File: config.mk
export PLATFORM = sky130hd
export DESIGN_NAME = acet_front
export DESIGN_NICKNAME = d
export VERILOG_FILES = /design/src/rtl/core/acet_pkg.sv /design/src/rtl/core/acet_front.sv
export SDC_FILE = /design/constraint.sdc
export NUM_CORES = 1
export LEC_CHECK = 0
export ABC_AREA = 1
export BUFFER_PORTS_ARGS = -buffer_cell sky130_fd_sc_hd__buf_4
export CORE_UTILIZATION = 55
export CTS_CLUSTER_DIAMETER = 100
export CTS_CLUSTER_SIZE = 10
export DETAILED_ROUTE_END_ITERATION = 16
export HOLD_SLACK_MARGIN = 0.05
export MAX_ROUTING_LAYER = met4
export PLACE_DENSITY = 0.83
export SYNTH_ARGS = -nofsm -noshare
export SYNTH_HDL_FRONTEND = slang
export SYNTH_SLANG_ARGS = --single-unit
File: constraint.sdc
create_clock -name clk -period 14.2 [get_ports clk]
set_input_delay 2.84 -clock clk [delete_from_list [all_inputs] [get_ports clk]]
set_output_delay 2.84 -clock clk [all_outputs]
set_load 0.05 [all_outputs]
File: src/rtl/core/acet_pkg.sv
`default_nettype none
package acet_pkg;

  localparam int ID_W    = 6;
  localparam int COORD_W = 24;
  localparam int SIZE_W  = 16;
  localparam int SCALE_W = 8;

  localparam logic [SCALE_W-1:0] SCALE_RESET = 8'd100;

  localparam int MAX_COLLIDERS_DEFAULT = 64;
  localparam int QUEUE_DEPTH           = 2;

  typedef struct packed {
    logic [ID_W-1:0] first_id;
    logic [ID_W-1:0] second_id;
    logic            pair_ok;
    logic            hit;
  } pair_item_t;

endpackage
`default_nettype wire

File: src/rtl/core/acet_front.sv
`default_nettype none
module acet_front #(
  parameter int MAX_COLLIDERS = acet_pkg::MAX_COLLIDERS_DEFAULT
) (
  input  wire logic                                clk,
  input  wire logic                                rst,
  input  wire logic                                cfg_we,
  input  wire logic [acet_pkg::SCALE_W-1:0]        cfg_wdata,
  input  wire logic                                hold,
  input  wire logic                                in_valid,
  output logic                                     in_stall,
  input  wire logic [acet_pkg::ID_W-1:0]           first_id,
  input  wire logic [acet_pkg::ID_W-1:0]           second_id,
  input  wire logic signed [acet_pkg::COORD_W-1:0] first_center_x,
  input  wire logic signed [acet_pkg::COORD_W-1:0] first_center_y,
  input  wire logic signed [acet_pkg::COORD_W-1:0] second_center_x,
  input  wire logic signed [acet_pkg::COORD_W-1:0] second_center_y,
  input  wire logic [acet_pkg::SIZE_W-1:0]         first_width,
  input  wire logic [acet_pkg::SIZE_W-1:0]         first_height,
  input  wire logic [acet_pkg::SIZE_W-1:0]         second_width,
  input  wire logic [acet_pkg::SIZE_W-1:0]         second_height,
  output logic                                     push,
  output acet_pkg::pair_item_t                     push_item,
  input  wire logic                                full
);

  localparam int DIFF_W  = acet_pkg::COORD_W + 1;
  localparam int SUM_W   = acet_pkg::SIZE_W + 1;
  localparam int REACH_W = SUM_W + acet_pkg::SCALE_W;
  localparam int MAG_W   = DIFF_W;
  localparam int MAG2_W  = MAG_W + 1;
  localparam int CMP_W   = (REACH_W > MAG2_W) ? REACH_W : MAG2_W;

  logic [acet_pkg::SCALE_W-1:0] size_scale;

  // stage 1: center differences, size sums, id check
  logic                       f1_valid;
  logic signed [DIFF_W-1:0]   f1_dx;
  logic signed [DIFF_W-1:0]   f1_dy;
  logic [SUM_W-1:0]           f1_sx;
  logic [SUM_W-1:0]           f1_sy;
  logic [acet_pkg::ID_W-1:0]  f1_a;
  logic [acet_pkg::ID_W-1:0]  f1_b;
  logic                       f1_ok;

  // stage 2: doubled magnitudes, scaled reach
  logic                       f2_valid;
  logic [MAG2_W-1:0]          f2_mx;
  logic [MAG2_W-1:0]          f2_my;
  logic [REACH_W-1:0]         f2_rx;
  logic [REACH_W-1:0]         f2_ry;
  logic [acet_pkg::ID_W-1:0]  f2_a;
  logic [acet_pkg::ID_W-1:0]  f2_b;
  logic                       f2_ok;

  logic              in_take;
  logic              f2_free;
  logic              f1_adv;
  logic              pair_ok;
  logic [MAG_W-1:0]  abs_x;
  logic [MAG_W-1:0]  abs_y;

  assign f2_free  = !f2_valid || !full;
  assign f1_adv   = f1_valid && f2_free;
  assign in_stall = hold || (f1_valid && !f2_free);
  assign in_take  = in_valid && !in_stall;
  assign push     = f2_valid && !full;

  assign pair_ok = (first_id != second_id) &&
                   (32'(first_id) < 32'(MAX_COLLIDERS)) &&
                   (32'(second_id) < 32'(MAX_COLLIDERS));

  assign abs_x = f1_dx[DIFF_W-1] ? MAG_W'(-f1_dx) : MAG_W'(f1_dx);
  assign abs_y = f1_dy[DIFF_W-1] ? MAG_W'(-f1_dy) : MAG_W'(f1_dy);

  always_comb begin
    push_item.first_id  = f2_a;
    push_item.second_id = f2_b;
    push_item.pair_ok   = f2_ok;
    push_item.hit       = (CMP_W'(f2_mx) < CMP_W'(f2_rx)) &&
                          (CMP_W'(f2_my) < CMP_W'(f2_ry));
  end

  always_ff @(posedge clk) begin
    if (rst) begin
      size_scale <= acet_pkg::SCALE_RESET;
      f1_valid   <= 1'b0;
      f2_valid   <= 1'b0;
    end else begin
      if (cfg_we) begin
        size_scale <= cfg_wdata;
      end
      if (in_take) begin
        f1_valid <= 1'b1;
      end else if (f1_adv) begin
        f1_valid <= 1'b0;
      end
      if (f1_adv) begin
        f2_valid <= 1'b1;
      end else if (push) begin
        f2_valid <= 1'b0;
      end
    end
  end

  always_ff @(posedge clk) begin
    if (in_take) begin
      f1_dx <= DIFF_W'(first_center_x) - DIFF_W'(second_center_x);
      f1_dy <= DIFF_W'(first_center_y) - DIFF_W'(second_center_y);
      f1_sx <= SUM_W'(first_width) + SUM_W'(second_width);
      f1_sy <= SUM_W'(first_height) + SUM_W'(second_height);
      f1_a  <= first_id;
      f1_b  <= second_id;
      f1_ok <= pair_ok;
    end
    if (f1_adv) begin
      f2_mx <= {abs_x, 1'b0};
      f2_my <= {abs_y, 1'b0};
      f2_rx <= REACH_W'(size_scale) * REACH_W'(f1_sx);
      f2_ry <= REACH_W'(size_scale) * REACH_W'(f1_sy);
      f2_a  <= f1_a;
      f2_b  <= f1_b;
      f2_ok <= f1_ok;
    end
  end

endmodule
`default_nettype wire

# Yosys cells after proc, flatten, opt, wreduce, memory -nomap -nowiden
# Index checks and enable logic that the tools add are counted.
[word_totals]
register_bits = 220
input_bits = 186
[op_classes]
n_addsub = 6
n_mul = 2
order_cmp = 2
n_eq_ne = 1
mux = 6
reduce_logical = 13
[op_table]
columns = ["op", "count"]
rows = [
  ["$lt A26 B25 Y1", 2],
  ["$mul A8 B17 Y25", 2],
  ["$neg A25 Y25", 2],
  ["$sub A24 B24 Y25", 2],
  ["$mux W24", 2],
  ["$add A16 B16 Y17", 2],
  ["$ne A6 B6 Y1", 1],
  ["$logic_and A1 B1 Y1", 5],
  ["$logic_not A1 Y1", 4],
  ["$mux W1", 4],
  ["$reduce_bool A2 Y1", 2],
  ["$logic_or A1 B1 Y1", 2],
]

# Depth between registers and ports, before layout
[depth]
depth_word = 8
ltp_mapped = 24

# Worst setup path before layout
# No wires, ideal clock.
[synth_path]
path_kind = "input port to flip-flop"
start = "input full"
end = "register f2_a[0] (netlist name), enable pin"
setup_time_ns = 0.622
arrival_time_ns = 8.307
required_ns = 13.578
setup_slack_ns = 5.271
stages = 1
path_buffers = 0
cell_sequence = "a21oi_1"
[synth_between]
elab_chain_cells = 3
[synth_lines]
columns = ["element", "line", "text"]
rows = [
  ["from (decl)", "acet_front.sv:24", "input wire logic full"],
  ["$logic_not A1 Y1", "acet_front.sv:63", "assign f2_free = !f2_valid || !full;"],
  ["$logic_or A1 B1 Y1", "acet_front.sv:63", ""],
  ["$logic_and A1 B1 Y1", "acet_front.sv:64", "assign f1_adv = f1_valid && f2_free;"],
  ["to (signal assigned)", "acet_front.sv:121", "f2_a <= f1_a;"],
  ["to (decl)", "acet_front.sv:52", "logic [acet_pkg::ID_W-1:0] f2_a;"],
]
# No other way between the ends.
# A chain may end at the register's enable or synchronous reset.

# Worst setup path after layout
[layout_path]
start = "input full"
end = "output in_stall"
[layout_between]
elab_chain_cells = 5
[layout_lines]
columns = ["element", "line", "text"]
rows = [
  ["$logic_not A1 Y1", "acet_front.sv:63", ""],
  ["$logic_or A1 B1 Y1", "acet_front.sv:63", ""],
  ["$logic_not A1 Y1", "acet_front.sv:65", "assign in_stall = hold || (f1_valid && !f2_free);"],
  ["$logic_and A1 B1 Y1", "acet_front.sv:65", ""],
  ["$logic_or A1 B1 Y1", "acet_front.sv:65", ""],
  ["to (decl)", "acet_front.sv:11", "output logic in_stall,"],
]
# No other way between the ends.

==> metrics <==
First-pass DRT Iterations=6; Synth-to-Final Area Change=11.23%; power per standard cell area=about 130 nW/um^2; CTS sink count=between 200 and 250; Max Freq=around 150 MHz; first-pass GRT wire length=approximately 95,000 um; Worst Path Required=approximately 11 ns; Mapped Area=24,900 sq um; Yosys top cell by area=edfxtp_1; initial antenna violation count=0; CTS Buffer Depth=3; Synth Register Bits=220; cell family with most CP delay=simple AND/OR/NAND/NOR gates; critical path class=in -> out; data arrival time of the worst path=about 3.6 ns; relative max-transition margin=between 40% and 50%; max cap viols=0; crit start category=input pin; Buffers & Inverters on Critical Path=2; Synth Net Count=roughly 4,000; Std-Cell Rows=77; die span in x=around 210 um; Worst Max-Slew Pin Slew=0.8854 ns; via count=~21,000; HP Class=reg -> reg; Hold Buf Count CTS=0; fraction of registers with async set/reset=0%; Total Power=approximately 3.6 mW; crit share post-route=a little under half; Worst Skew=about 0.013 ns; wl on met1=roughly 23,000 um; count of final setup violators=0; area of the multi-input gates=~15,000 sq um; # Post-CTS Setup Buffers=0; DP HPWL=45,470 um; EDFF count, synth=210; final design utilization=between 60% and 70%; crit-path most repeated cell=buf_4; CP cell instances=buf_4 -> nand2_1 -> nor2_1 -> or2_2 -> buf_4; CTS tree=built; Critical Path Max Stage Delay=between 0.3 and 0.4 ns; Setup TNS=0 ns; Die Y=214.8 um; CP Max Fanout=3; most common library cells after synthesis=nand2_1, inv_1, ha_1, edfxtp_1, nor2_1; Crit-path slowest cell=or2_2; sequential cell area=between 6000 and 7000 sq um; port bufs=~200; gate count of the mapped netlist=about 3,500; WL final=~56,000 um; RSZ-0062 raised after global routing=false; top-area cell type share of the netlist area=between 20% and 30%; Post-synth top flop=edfxtp_1; io pins=a little over 200; # fillers=~3,900; WL per Instance=roughly 13 um; cts bufs inserted=26; grt ovf=0; Final Hold Vio Count=0; met3 wire len=3195 um; Total GRT Usage=between 20% and 30%; n_diodes=0; CTS resizes=0; RD Place Congestion=between 0.9 and 1; final instance area=approximately 28,000 sq um; Antenna Nets Post-Route=0; register area share after synthesis=26.13%; htree depth=1; Period minus WS final=roughly 6.5 ns; syn_area_per_cell=about 7.2 sq um; Max Slew Vio Count=0; proportion of layout cells with a drive suffix above 1=approximately 7.7%; Root Buffer=clkbuf_16; Synth area leaders=edfxtp_1, nand2_1, fa_1, inv_1, ha_1; die area=46,120 sq um; Initial Util=between 50 and 60%; clock transition at the registers of the reported paths=~0.050 ns; CP Capture Type=output port; status=completed; fin nets=4,221; clk_lat worst skew=0.57 ns; Iteration-0 DRC Markers=roughly 1,500; placed instance area=around 27,000 sq um; number of synthesis warnings=0; vias in the first global route=just over 20,000; DR DRC count=0; most frequent cell after synthesis=nand2_1; max layer used=met4; distinct cell type count after synthesis=40; largest net degree at the start of global routing=~70; Core Area=approximately 44,000 sq um; peak supply drop=between 0.1 and 0.15 mV; Static Leak=16.32 nW; met2 WL post-DR=28,140 um; vias per inst=around 5.0
[per-layer routing]
metal / GRT usage [%] / up-vias
met3: 2.760 / 93
met5: - / -
li1: - / 10643
met1: 31.65 / 9654
met4: 7.119 / 0
met2: 44.47 / 568
[stage by stage]
step                      hold slack (ns)  setup WS (ns)  instances
final                              0.4161          7.724       4231
after global routing               0.4232          7.680       4231
after CTS                          0.4172          7.730       4231
after detailed placement           0.4045          7.735       4195
after global placement             0.4002          7.746       4195
after floorplan                    0.4003          5.271       3463
[cell usage in the layout, fill, tap and decap left out, types with 2 or more instances in the layout]
cell       count
a21o_1         9
a21oi_1       89
o31ai_1        4
o21a_1         2
nor4_1         7
nand3b_1       9
or2_0          2
edfxtp_1     210
nand2_2        9
o21ai_2        3
nor3_1        13
ha_1         220
fa_1         184
a31oi_1        2
o21ai_0       34
nand3_2        3
clkbuf_16     26
nor2_1       205
xor2_1        82
inv_1        940
nor2_2        16
clkbuf_1       7
nand3_1      144
buf_4        213
xnor2_1       18
o21bai_1       9
dfxtp_1       10
nand2_1     1111
and2_1        10
nand4_1       34
[logic make-up (layout without fill, tap and decap cells)]
group,Yosys count,after routing,share of synthesized area [%]
compound gates,158,158,3.568
buf+inv,1013,1189,15.41
flops,220,220,26.13
fa+ha+maj,404,404,25.85
simple gates,1568,1568,25.51
xor+xnor,100,100,3.518
[worst paths after layout]
| kind | from | end | slack (ns) | cells past startpoint |
|---|---|---|---|---|
| setup / recovery | full | in_stall | 7.72 | 5 |
| hold / removal | f1_a[2]$_DFFE_PP_ | f2_a[2]$_DFFE_PP_ | 0.42 | 0 |
| setup reg to reg | size_scale[2]$_SDFFE_PP1P_ | f2_ry[23]$_DFFE_PP_ | 9.19 | 17 |
| hold reg to reg | f1_a[2]$_DFFE_PP_ | f2_a[2]$_DFFE_PP_ | 0.42 | 0 |
[sequential cells by signal, indices dropped and copies added (netlist names)]
name,cells
f2_mx,25
f2_my,25
f1_a,6
f1_sx,17
size_scale,8
f1_valid,1
f1_b,6
f2_b,6
f1_ok,1
f2_valid,1
f1_dx,25
f2_a,6
f2_ry,25
f2_rx,25
f2_ok,1
f1_dy,25
f1_sy,17
[final cells by class]
class | count | area share [%]
clock buffers | 33 | 2.445
inverters | 940 | 12.74
flip-flops and latches | 220 | 23.50
well taps | 592 | 2.675
clock inverters | 3 | 0.2485
repair buffers | 213 | 5.775
multi-input cells | 2230 | 52.62
[worst register-to-register path, cell delays in order (launching register included)]
cell and delay, ns:
dfxtp_1 0.87, buf_4 0.40, nand2_1 0.13, fa_1 0.53, fa_1 0.55, inv_1 0.05
fa_1 0.49, inv_1 0.06, fa_1 0.49, inv_1 0.04, ha_1 0.37, nand2_1 0.12
inv_1 0.09, nand2_1 0.08, nor2_1 0.15, nand3b_1 0.15, nand4_1 0.12, nand2_1 0.07
[power breakdown]
group | internal (mW) | total (mW) | switching [mW]
registers | 0.868 | 0.919 | 0.0506
clock network | 0.350 | 0.616 | 0.266
logic | 0.771 | 2.08 | 1.31
total | 1.99 | 3.61 | 1.62
(Power assumes the default switching activity.)
