File: config.mk
export PLATFORM = sky130hd
export DESIGN_NAME = acet_queue
export DESIGN_NICKNAME = d
export VERILOG_FILES = /design/src/rtl/core/acet_pkg.sv /design/src/rtl/core/acet_queue.sv
export SDC_FILE = /design/constraint.sdc
export NUM_CORES = 1
export LEC_CHECK = 0
export BUFFER_PORTS_ARGS = -buffer_cell sky130_fd_sc_hd__buf_2
export CAP_MARGIN = 25
export CORE_MARGIN = 1
export CORE_UTILIZATION = 50
export CTS_CLUSTER_SIZE = 28
export DETAILED_ROUTE_END_ITERATION = 10
export PLACE_DENSITY = 0.82
export SLEW_MARGIN = 25
export SYNTH_ARGS = -nofsm -noshare
export SYNTH_HDL_FRONTEND = slang
export SYNTH_SLANG_ARGS = --single-unit
File: constraint.sdc
create_clock -name clk -period 1.5 [get_ports clk]
set_input_delay 0.15 -clock clk [delete_from_list [all_inputs] [get_ports clk]]
set_output_delay 0.15 -clock clk [all_outputs]
set_load 0.05 [all_outputs]
File: src/rtl/core/acet_pkg.sv
`default_nettype none
package acet_pkg;

  localparam int ID_W    = 6;
  localparam int COORD_W = 24;
  localparam int SIZE_W  = 16;
  localparam int SCALE_W = 8;

  localparam logic [SCALE_W-1:0] SCALE_RESET = 8'd100;

  localparam int MAX_COLLIDERS_DEFAULT = 64;
  localparam int QUEUE_DEPTH           = 2;

  typedef struct packed {
    logic [ID_W-1:0] first_id;
    logic [ID_W-1:0] second_id;
    logic            pair_ok;
    logic            hit;
  } pair_item_t;

endpackage
`default_nettype wire

File: src/rtl/core/acet_queue.sv
`default_nettype none
module acet_queue (
  input  wire logic                 clk,
  input  wire logic                 rst,
  input  wire logic                 push,
  input  wire acet_pkg::pair_item_t push_item,
  output logic                      full,
  input  wire logic                 pop,
  output logic                      pop_valid,
  output acet_pkg::pair_item_t      pop_item
);

  localparam int PTR_W = (acet_pkg::QUEUE_DEPTH > 1) ? $clog2(acet_pkg::QUEUE_DEPTH) : 1;
  localparam int CNT_W = $clog2(acet_pkg::QUEUE_DEPTH + 1);

  acet_pkg::pair_item_t slots [acet_pkg::QUEUE_DEPTH];
  logic [PTR_W-1:0] wr_ptr;
  logic [PTR_W-1:0] rd_ptr;
  logic [CNT_W-1:0] count;

  assign full      = (count == CNT_W'(acet_pkg::QUEUE_DEPTH));
  assign pop_valid = (count != '0);
  assign pop_item  = slots[rd_ptr];

  always_ff @(posedge clk) begin
    if (rst) begin
      wr_ptr <= '0;
      rd_ptr <= '0;
      count  <= '0;
    end else begin
      if (push) begin
        wr_ptr <= (wr_ptr == PTR_W'(acet_pkg::QUEUE_DEPTH - 1)) ? '0 : wr_ptr + 1'b1;
      end
      if (pop) begin
        rd_ptr <= (rd_ptr == PTR_W'(acet_pkg::QUEUE_DEPTH - 1)) ? '0 : rd_ptr + 1'b1;
      end
      if (push && !pop) begin
        count <= count + 1'b1;
      end else if (pop && !push) begin
        count <= count - 1'b1;
      end
    end
  end

  always_ff @(posedge clk) begin
    if (push) begin
      slots[wr_ptr] <= push_item;
    end
  end

  a_no_push_full: assert property (@(posedge clk) disable iff (rst) !(push && full))
    else $error("push into full queue");
  a_no_pop_empty: assert property (@(posedge clk) disable iff (rst) !(pop && !pop_valid))
    else $error("pop from empty queue");
  a_count_bound: assert property (@(posedge clk) disable iff (rst)
    count <= CNT_W'(acet_pkg::QUEUE_DEPTH))
    else $error("queue count overflow");

endmodule
`default_nettype wire

== Word-level counts from Yosys, hierarchy flattened ==
Memories as Yosys holds them, arrays and structs flattened. A register that Yosys moved wholly into a read port is not among the register bits.
Index checks and enable logic that the tools add are counted.
Operators by class
  reduce and logical (&&, ||, !) cells: 6
  mux-type cells: 8
  add/subtract/negate cells: 4
  equal/unequal tests: 1
Operators with widths (count)
  2-to-1 mux 1 bit: 6
  2-to-1 mux 2 bit: 2
  nonzero test 2 bit: 2
  adder 1 bit (second input constant): 2
  adder 2 x 1 -> 2 bit (second input constant): 1
  == test 2 bit (second input constant): 1
  logical AND 1 bit: 2
  logical NOT 1 bit: 2
  subtractor 2 x 1 -> 2 bit (second input constant): 1
Word-level totals
  input bits: 18
  RAM bits: 28
  logic and storage cells: 23
  flip-flop bits (word level): 4
  output and inout port bits: 16
  memories: 1
Memories
  slots: depth 2, width 14, rd ports 1, clocked after memory_dff 1, write ports 1, line acet_queue.sv:16  | acet_pkg::pair_item_t slots [acet_pkg::QUEUE_DEPTH];

== Depth between registers and ports, before layout ==
Gate-level depths: netlist of run 1.
  word-level depth: 4
  depth in mapped cells: 5
  gate-level depth less buffers: 5

== Worst setup path before layout of run 1 ==
Ideal clock, no wire load.
  path type: reg-to-reg
  from: register wr_ptr
  to: memory slots[0][0] in the netlist's numbering, enable pin
  data required time: 1.114 ns
  buffers on the path: 0
  setup time: 0.386 ns
  setup slack: 0.137 ns
  stages on the path, launching flop included: 2
  arrival: 0.977 ns
  clock period less this slack: 1.363 ns
  cell sequence: dfxtp_1 > nor2b_1
RTL lines
  start: declaration: line acet_queue.sv:17  | logic [PTR_W-1:0] wr_ptr;
  start signal: assignment: line acet_queue.sv:32  | wr_ptr <= (wr_ptr == PTR_W'(acet_pkg::QUEUE_DEPTH - 1)) ? '0 : wr_ptr + 1'b1;
  end: declaration: line acet_queue.sv:16
Straight into the memory's write port.

==> reports/results.tsv, run 1 <==
stage	metric	value	unit
timing	fin_skew	0.005898	ns
die	start_util	53.94	%
route	wl	2.020	mm
placed_design	gp_congestion	0.5991	
setup_path	cp_max_fo	8	
placed_design	port_buffers	33	
clock_tree	clock_latency	0.33	ns
placed_design	place_area	0.001454	mm²
die	dieArea	0.002634	mm²
timing	hold_slack	0.004667	ns
final_layout	synthToLayoutAreaGrowth	37.35	%
grt	grt_pass1_vias	727	
route	viasPerCell	4.897	
pwr	p_comb_share	24.5	%
route	first_pass_iters	3	
clock_tree	cts_made_buffers	5	
synthesis	synth_seq_cells	33	
timing	min_period_over_period	98.68	%
flow_run	drv_cap	0	
placed_design	dp.final_hpwl	1.335	mm
timing	slew_violations	0	
timing	worst_pin_slew	0.2726	ns
run_status	status	complete, no violations	
final_layout	drive_gt1_share	52.14	%
placed_design	dp.cells	131	
synthesis	synth.distinct_cells	16	
pwr	p_leak	0.0006665	µW
worst_hold_path	holdCritStartpoint	push_item[5]	
worst_hold_path	min_path_cells	1	
route	remaining_drc_errors	0	
die	fp.dieW	51.32	µm
grt	grt-ovfl-total	0	
clock_tree	cts-root-buf	clkbuf_4	
pwr	vdd_ir_drop_max	0.8666	mV
placed_design	place_ws	0.3039	ns
clock_tree	cts_tree	done	
pwr	intPower	1454	µW
timing	worst_slack	0.01980	ns
setup_path	ff2ff_path_depth	2	
pwr	switchingPower	585.0	µW
timing	rsz0062_at_grt	yes	
grt	grt_max_degree	11	
setup_path	timing.rr.start	wr_ptr$_SDFFE_PP0P_	
timing	slew_headroom	81.83	%
setup_path	crit_type	reg2out	
final_layout	multi_input_area	271.5	µm²
grt	grt_pass1_wl	3.063	mm
clock_tree	clk_pin_slew	0.09	ns
grt	antenna_found_initial	0	
clock_tree	ctsLongestPathBuffers	2	
timing	finalCriticalPeriod	1.480	ns
synthesis	syn_area_per_cell	18.71	µm²
setup_path	worst_ep_required_time	1.35	ns
synthesis	ys_warn_count	0	
grt	grt_use_total	17.72	%
die	fp.coreArea	0.002255	mm²
die	io_pins	34	
pwr	swShare	28.70	%
final_layout	seq_area	942.2	µm²
worst_hold_path	hold_path_class	in2reg	
timing	final_hold_viol_count	0	
synthesis	synth_nets	84	
final_layout	num_antenna_cells	0	
route	drt_iter0_drc	7	
final_layout	layout_commonest_cell	edfxtp_1	
final_layout	final_util	74.08	%
final_layout	fin_nets	135	
synthesis	yosysSeqAreaShare	77.37	%
final_layout	final_cell_mix	edfxtp_1, buf_2, buf_6	
pwr	pwr-share-seq	53.3	%
die	num_rows	17	
synthesis	syn_inst	65	
route	route.vias.total	710	
setup_path	worstSetupEndpointType	primary output	
clock_tree	htreeDepth	2	
final_layout	final_cells	145	
route	postRouteAntennaNets	0	
timing	clock.fmax	675.6	MHz
timing	setup_viol	0	
pwr	p_per_area	1220	mW/mm²
pwr	pwr-share-clk	22.2	%
synthesis	netlist_area	0.001216	mm²
setup_path	arrival	1.33	ns
die	die_h	51.32	µm
final_layout	design_area	0.001670	mm²
setup_path	cp-start-kind	flip-flop	
final_layout	num-fill-cells	151	
route	wire_per_inst	13.93	µm
clock_tree	clkSinkCount	33	
## path summary, 6_finish.rpt
path	end	slack, ns
max	pop_item[1]	0.02
min	slots[1][5]$_DFFE_PP_	0.005
max reg2reg	slots[1][8]$_DFFE_PP_	0.35
min reg2reg	count[1]$_SDFFE_PP0P_	0.53
## repair_timing
action / CTS / global route
gates resized for setup: 26 / 8
setup endpoints to repair: 14 / 14
pin swaps: 0 / 0
setup buffers: 0 / 0
endpoints found under the hold margin: 10 / 2
hold buffers: 5 / 1
## per-layer routing
layer	track usage [%]	up-vias	part of all wire [%]
met3	6.250	8	4.9
met2	28.51	25	51
met4	13.51	0	2.8
met1	18.95	335	41
met5	0	-	0
li1	-	342	-
## layout make-up
class	instances	area share [%]
flip-flops and latches	33	56.40
repair buffers	45	22.10
multi-input cells	30	16.25
clock buffers	8	2.921
well taps	28	2.097
inverters	1	0.2247
## power by group through the flow
stage,sequential (µW),combinational [µW],clock [µW]
finish,1090,500,452
global route,1090,527,509
CTS,1090,480,457
detailed placement,1110,417,0
global placement,1100,409,0
floorplan,1100,307,0
## synth_stat cells
master	instances	area [µm²]
edfxtp_1	28	840.8
mux2_2	14	157.7
dfxtp_1	5	100.1
nor2_1	4	15.01
xnor2_1	2	17.52
xor2_1	2	17.52
a21oi_1	1	5.000
and2_1	1	6.260
and2b_2	1	8.760
buf_4	1	7.510
ha_1	1	12.51
inv_1	1	3.750
nor2b_1	1	6.260
o21ai_0	1	5.000
or2_2	1	6.260
or3_1	1	6.260
## stage by stage
step                      TNS, ns  power (µW)
after floorplan                 0        1409
after global placement          0        1510
after detailed placement        0        1522
after CTS                       0        2024
after global routing      -0.2028        2127
final                           0        2039
## state kept, by name, summed over array words and instances (netlist names), named ones only
name	count
slots	28
count	2
rd_ptr	1
wr_ptr	1
## worst max-delay path, stage by stage (launching register included)
cell	delay, ns
dfxtp_2	0.35
buf_6	0.14
mux2_2	0.35
buf_6	0.15
## cells by family (layout without fill, tap and decap cells)
group	after synthesis	count (layout)	share of synthesized area (%)
mux	14	14	12.96
fa+ha+maj	1	1	1.029
compound gates	2	2	0.8223
simple gates	9	9	4.013
flops	33	33	77.37
xor+xnor	4	4	2.881
buf+inv	2	54	0.9259
Note: power is estimated with default switching activity, not from simulation.
==> inputs of run 2 (changes only) <==
==> constraint.sdc (replaced) <==
create_clock -name clk -period 1.6 [get_ports clk]
set_input_delay 0.16 -clock clk [delete_from_list [all_inputs] [get_ports clk]]
set_output_delay 0.16 -clock clk [all_outputs]
set_load 0.05 [all_outputs]
==> run 2 against run 1 <==
  * Total power is 10% lower
  * Clock-buffer cell count unchanged
  * Die area is the same
  * Setup slack improved by 0.035 ns
  * Wire length shrank 10%
  * Cell area decreased by 10%
  * Critical endpoint is now pop_item[13]
  * Clock power down 7.1%
  * Via count shrank 4.5%
  * Register-to-register slack better by 0.06 ns
  * Global-route usage is 1.7 points lower
  * Highest routed layer unchanged
  * First-iteration DRC count decreased by 29%
  * Clock skew is 0.00059 ns lower
==> reports/results.tsv, run 2 (synthesized netlist as in run 1, its figures left out) <==
stage	metric	value	unit
pwr	power	1826	µW
clock_tree	ctsLongestPathBuffers	2	
setup_path	cp_max_fo	6	
die	fp.dieW	51.32	µm
setup_path	slowest_delay	0.36	ns
clock_tree	cts_made_buffers	5	
timing	rsz0062_at_grt	yes	
pwr	p_leak	0.0005971	µW
final_layout	layout_commonest_cell	buf_2	
grt	antenna_found_initial	0	
route	first_pass_iters	3	
timing	final_hold_viol_count	0	
setup_path	cp-start-kind	flip-flop	
timing	finalCriticalPeriod	1.546	ns
final_layout	max_flop_register	slots	
pwr	pwr-share-seq	55.8	%
grt	grt-ovfl-total	0	
grt	grt_pass1_vias	640	
timing	fin_skew	0.005306	ns
worst_hold_path	holdCritStartpoint	push_item[1]	
route	wl	1.819	mm
final_layout	drive_gt1_share	53.64	%
timing	worst_pin_slew	0.2494	ns
die	fp.coreArea	0.002255	mm²
die	die_h	51.32	µm
final_layout	largest_register_ffs	28	
route	postRouteAntennaNets	0	
setup_path	critPathSlowestCell	dfxtp_1	
pwr	switchingPower	528.1	µW
final_layout	fin_nets	128	
placed_design	dp.final_hpwl	1.257	mm
final_layout	synthToLayoutAreaGrowth	23.46	%
pwr	p_comb_share	21.2	%
setup_path	arrival	1.39	ns
setup_path	crit_type	reg2out	
setup_path	timing.rr.start	wr_ptr$_SDFFE_PP0P_	
pwr	intPower	1297	µW
pwr	swShare	28.93	%
pwr	p_per_area	1216	mW/mm²
final_layout	design_area	0.001501	mm²
final_layout	final_cell_mix	buf_2, edfxtp_1, mux2_2	
run_status	status	complete, no violations	
clock_tree	cts-root-buf	clkbuf_4	
route	drt_iter0_drc	5	
timing	setup_viol	0	
die	io_pins	34	
grt	grt_max_degree	11	
die	dieArea	0.002634	mm²
clock_tree	clk_pin_slew	0.09	ns
route	wire_per_inst	13.18	µm
pwr	vdd_ir_drop_max	0.9095	mV
route	remaining_drc_errors	0	
clock_tree	cts_setup_buffers	0	
die	num_rows	17	
setup_path	worstSetupEndpointType	primary output	
pwr	pwr-share-clk	23.0	%
setup_path	path_cells	buf_4 -> mux2_2 -> buf_2	
final_layout	reg_top3	slots x28, count x2	
clock_tree	cts_hold_buf	0	
placed_design	place_area	0.001446	mm²
grt	grt_use_total	15.99	%
clock_tree	clkSinkCount	33	
route	viasPerCell	4.913	
placed_design	gp_congestion	0.6090	
final_layout	num_antenna_cells	0	
flow_run	drv_cap	0	
worst_hold_path	hold_path_class	in2reg	
setup_path	worst_ep_required_time	1.44	ns
clock_tree	cts_tree	done	
timing	slew_headroom	83.49	%
clock_tree	clock_latency	0.32	ns
route	route.vias.total	678	
timing	slew_violations	0	
timing	clock.fmax	647.0	MHz
die	start_util	53.94	%
clock_tree	htreeDepth	2	
placed_design	port_buffers	33	
timing	min_period_over_period	96.61	%
grt	grt_pass1_wl	2.753	mm
[run 2: changes by cell type in the layout (fill, tap and decap cells not counted)]
cell,previous run,this run
buf_6,15,1
clkbuf_4,5,6
buf_8,1,0
dlygate4sd3_1,6,0
buf_2,19,32
mux2_4,2,0
mux2_2,12,14
dfxtp_1,4,5
dfxtp_2,1,0
[run 2: power groups by stage]
stage	logic (µW)	clock network, µW	registers (µW)
finish	387	420	1020
global route	408	469	1020
CTS	389	431	1020
detailed placement	386	0	1040
global placement	382	0	1030
floorplan	288	0	1030
[run 2: repair_timing]
item / in CTS / in global routing
hold endpoints to repair: 0 / 0
resized for setup: 0 / 2
setup endpoints to repair: 0 / 8
[run 2: worst paths after layout]
path / endpoint / slack [ns] / cells past startpoint
max: pop_item[13] / 0.05 / 3
min: slots[1][1]$_DFFE_PP_ / 0.02 / 1
max reg2reg: slots[1][9]$_DFFE_PP_ / 0.41 / 2
min reg2reg: count[1]$_SDFFE_PP0P_ / 0.51 / 2
[run 2: area by class of cell]
class / count / area, µm²
Clock buffer: 8 / 48.80
Fill cell: 181 / 753.2
Inverter: 1 / 3.754
Multi-Input combinational cell: 30 / 264.0
Sequential cell: 33 / 940.9
Tap cell: 28 / 35.03
Timing Repair Buffer: 38 / 209.0
[run 2: routing by layer]
| metal | wire [µm] | track usage (%) |
|---|---|---|
| met3 | 128 | 5.357 |
| met2 | 910 | 25.00 |
| met4 | 45 | 12.16 |
| met1 | 735 | 17.98 |
| met5 | 0 | 0 |
[run 2: worst max-delay path: cells and delay by family, from the launching register on]
kind	cells	cell delay [ns]
buffers and inverters	2	0.37
DFF	1	0.36
muxes	1	0.33
[run 2: per-stage QoR]
step                worst slack (ns)  std cells  setup TNS (ns)  utilization (%)  hold slack, ns
floorplan                     0.2372         65               0                -          0.2291
global placement              0.4163        130               0            64.15          0.3486
detailed placement            0.3925        130               0            64.15          0.3537
CTS                          0.02657        138               0            66.32         0.01271
global route               -0.004524        138        -0.01077            66.59        0.009283
finish                       0.05432        138               0            66.59         0.02198
==> inputs of run 3 (changes only) <==
--- a/config.mk
+++ b/config.mk
@@ -8,10 +8,10 @@
 export BUFFER_PORTS_ARGS = -buffer_cell sky130_fd_sc_hd__buf_2
 export CAP_MARGIN = 25
 export CORE_MARGIN = 1
-export CORE_UTILIZATION = 50
+export CORE_UTILIZATION = 45
 export CTS_CLUSTER_SIZE = 28
 export DETAILED_ROUTE_END_ITERATION = 10
-export PLACE_DENSITY = 0.82
+export PLACE_DENSITY = 0.75
 export SLEW_MARGIN = 25
 export SYNTH_ARGS = -nofsm -noshare
 export SYNTH_HDL_FRONTEND = slang
==> run 3 against run 2 <==
  * Global-route usage shrank 0.49 points
  * Worst hold slack gained 0.0049 ns
  * Setup slack gained 0.021 ns
==> reports/results.tsv, run 3 (synthesized netlist as in run 1, its figures left out) <==
stage	metric	value	unit
final_layout	seq_area	942.2	µm²
placed_design	place_ws	0.3852	ns
worst_hold_path	hold_path_class	in2reg	
grt	grt_max_degree	11	
die	dieArea	0.002914	mm²
grt	grt_use_total	15.50	%
route	remaining_drc_errors	0	
clock_tree	ctsLongestPathBuffers	2	
final_layout	synthToLayoutAreaGrowth	26.65	%
die	io_pins	34	
timing	rsz0062_at_grt	no	
worst_hold_path	min_path_cells	1	
grt	grt-ovfl-total	0	
final_layout	layout_commonest_cell	edfxtp_1	
die	fp.dieW	53.99	µm
setup_path	crit_type	reg2out	
clock_tree	clkSinkCount	33	
worst_hold_path	hold_end	slots[0][13]$_DFFE_PP_	
grt	grt_pass1_vias	648	
route	first_pass_iters	2	
timing	min_period_over_period	95.27	%
clock_tree	cts_tree	done	
die	num_rows	18	
grt	antenna_found_initial	0	
route	drt_iter0_drc	3	
timing	setup_tns	0	ns
die	die_h	53.99	µm
die	fp.coreArea	0.002522	mm²
route	route.vias.total	679	
final_layout	drive_gt1_share	55.86	%
timing	slew_headroom	83.52	%
worst_hold_path	holdCritStartpoint	push_item[13]	
final_layout	multi_input_area	264.0	µm²
final_layout	max_flop_register	slots	
pwr	p_leak	0.0006148	µW
final_layout	largest_register_ffs	28	
placed_design	dp.final_hpwl	1.394	mm
timing	setup_viol	0	
run_status	status	complete, no violations	
clock_tree	clk_pin_slew	0.10	ns
setup_path	timing.rr.start	count[0]$_SDFFE_PP0P_	
final_layout	fin_nets	129	
final_layout	num-fill-cells	202	
pwr	p_per_area	1220	mW/mm²
flow_run	drv_cap	0	
final_layout	num_antenna_cells	0	
pwr	power	1878	µW
clock_tree	cts_made_buffers	5	
setup_path	rrSetupSlack	0.57	ns
placed_design	gp_congestion	0.5991	
setup_path	cp-start-kind	flip-flop	
final_layout	final_cells	141	
timing	worst_slack	0.07566	ns
setup_path	arrival	1.36	ns
route	wire_per_inst	13.16	µm
route	postRouteAntennaNets	0	
clock_tree	clock_latency	0.32	ns
setup_path	cp_max_fo	6	
die	start_util	48.21	%
placed_design	port_buffers	33	
placed_design	dp.cells	133	
setup_path	worst_ep_required_time	1.44	ns
pwr	vdd_ir_drop_max	0.9142	mV
timing	clock.fmax	656.0	MHz
setup_path	ff2ff_path_depth	3	
clock_tree	htreeDepth	2	
clock_tree	cts_hold_buf	0	
timing	slew_violations	0	
final_layout	final_cell_mix	edfxtp_1, buf_2, mux2_2	
setup_path	reg2reg_to	count[1]$_SDFFE_PP0P_	
timing	final_hold_viol_count	0	
timing	finalCriticalPeriod	1.524	ns
timing	fin_skew	0.008041	ns
grt	grt_pass1_wl	2.884	mm
clock_tree	cts-root-buf	clkbuf_4	
route	viasPerCell	4.816	
timing	worst_pin_slew	0.2489	ns
setup_path	worstSetupEndpointType	primary output	
final_layout	reg_top3	slots x28, count x2	
route	wl	1.856	mm
-- run 3: cell count changes in the layout (fill, tap and decap cells not counted) --
cell	before	now
dfxtp_1	5	4
dfxtp_2	0	1
clkbuf_8	0	1
buf_2	32	25
clkbuf_1	3	2
buf_4	4	12
-- run 3: layout make-up --
class | count | area share, %
well taps | 30 | 2.437
flip-flops and latches | 33 | 61.17
repair buffers | 39 | 15.19
inverters | 1 | 0.2437
multi-input cells | 30 | 17.14
clock buffers | 8 | 3.818
-- run 3: what timing repair did --
| action | in CTS | in global routing |
|---|---|---|
| setup endpoints to repair | 1 | 9 |
| hold endpoints to repair | 0 | 0 |
| setup buffers | 0 | 0 |
| gates resized for setup | 1 | 15 |
-- run 3: how the worst max path moves through the flow --
stage                                       end                start  cells after the start
after floorplan           slots[0][0]$_DFFE_PP_  wr_ptr$_SDFFE_PP0P_                      1
after global placement              pop_item[9]            flip-flop                      3
after detailed placement            pop_item[9]            flip-flop                      3
after CTS                           pop_item[7]            flip-flop                      3
after global routing                pop_item[1]            flip-flop                      3
final                               pop_item[1]            flip-flop                      3
-- run 3: critical path, cell delays in order (launching register included) --
cell,delay (ns)
dfxtp_2,0.35
buf_4,0.15
mux2_2,0.33
buf_2,0.21
-- run 3: per-layer routing --
layer	up-vias	share of wire, %	track usage (%)
met5	-	0	0
met4	0	1.1	6.410
met3	2	6.4	8.192
met2	25	52	25.10
met1	320	41	16.94
li1	332	-	-
-- run 3: where the power goes --
group          total [µW]  leakage, µW  internal [µW]  switching, µW
registers            1020     0.000305            996           21.6
logic                 403     0.000278            140            262
clock network         458    0.0000326            217            241
total                1880     0.000615           1350            525
-- run 3: stage by stage --
step | hold WS [ns] | instance area (µm²) | util [%]
CTS | 0.002253 | 1518 | 60.17
floorplan | 0.2291 | 1216 | -
finish | 0.02686 | 1540 | 61.06
global route | 0.003061 | 1540 | 61.06
global placement | 0.3479 | 1456 | 57.74
detailed placement | 0.3535 | 1456 | 57.74
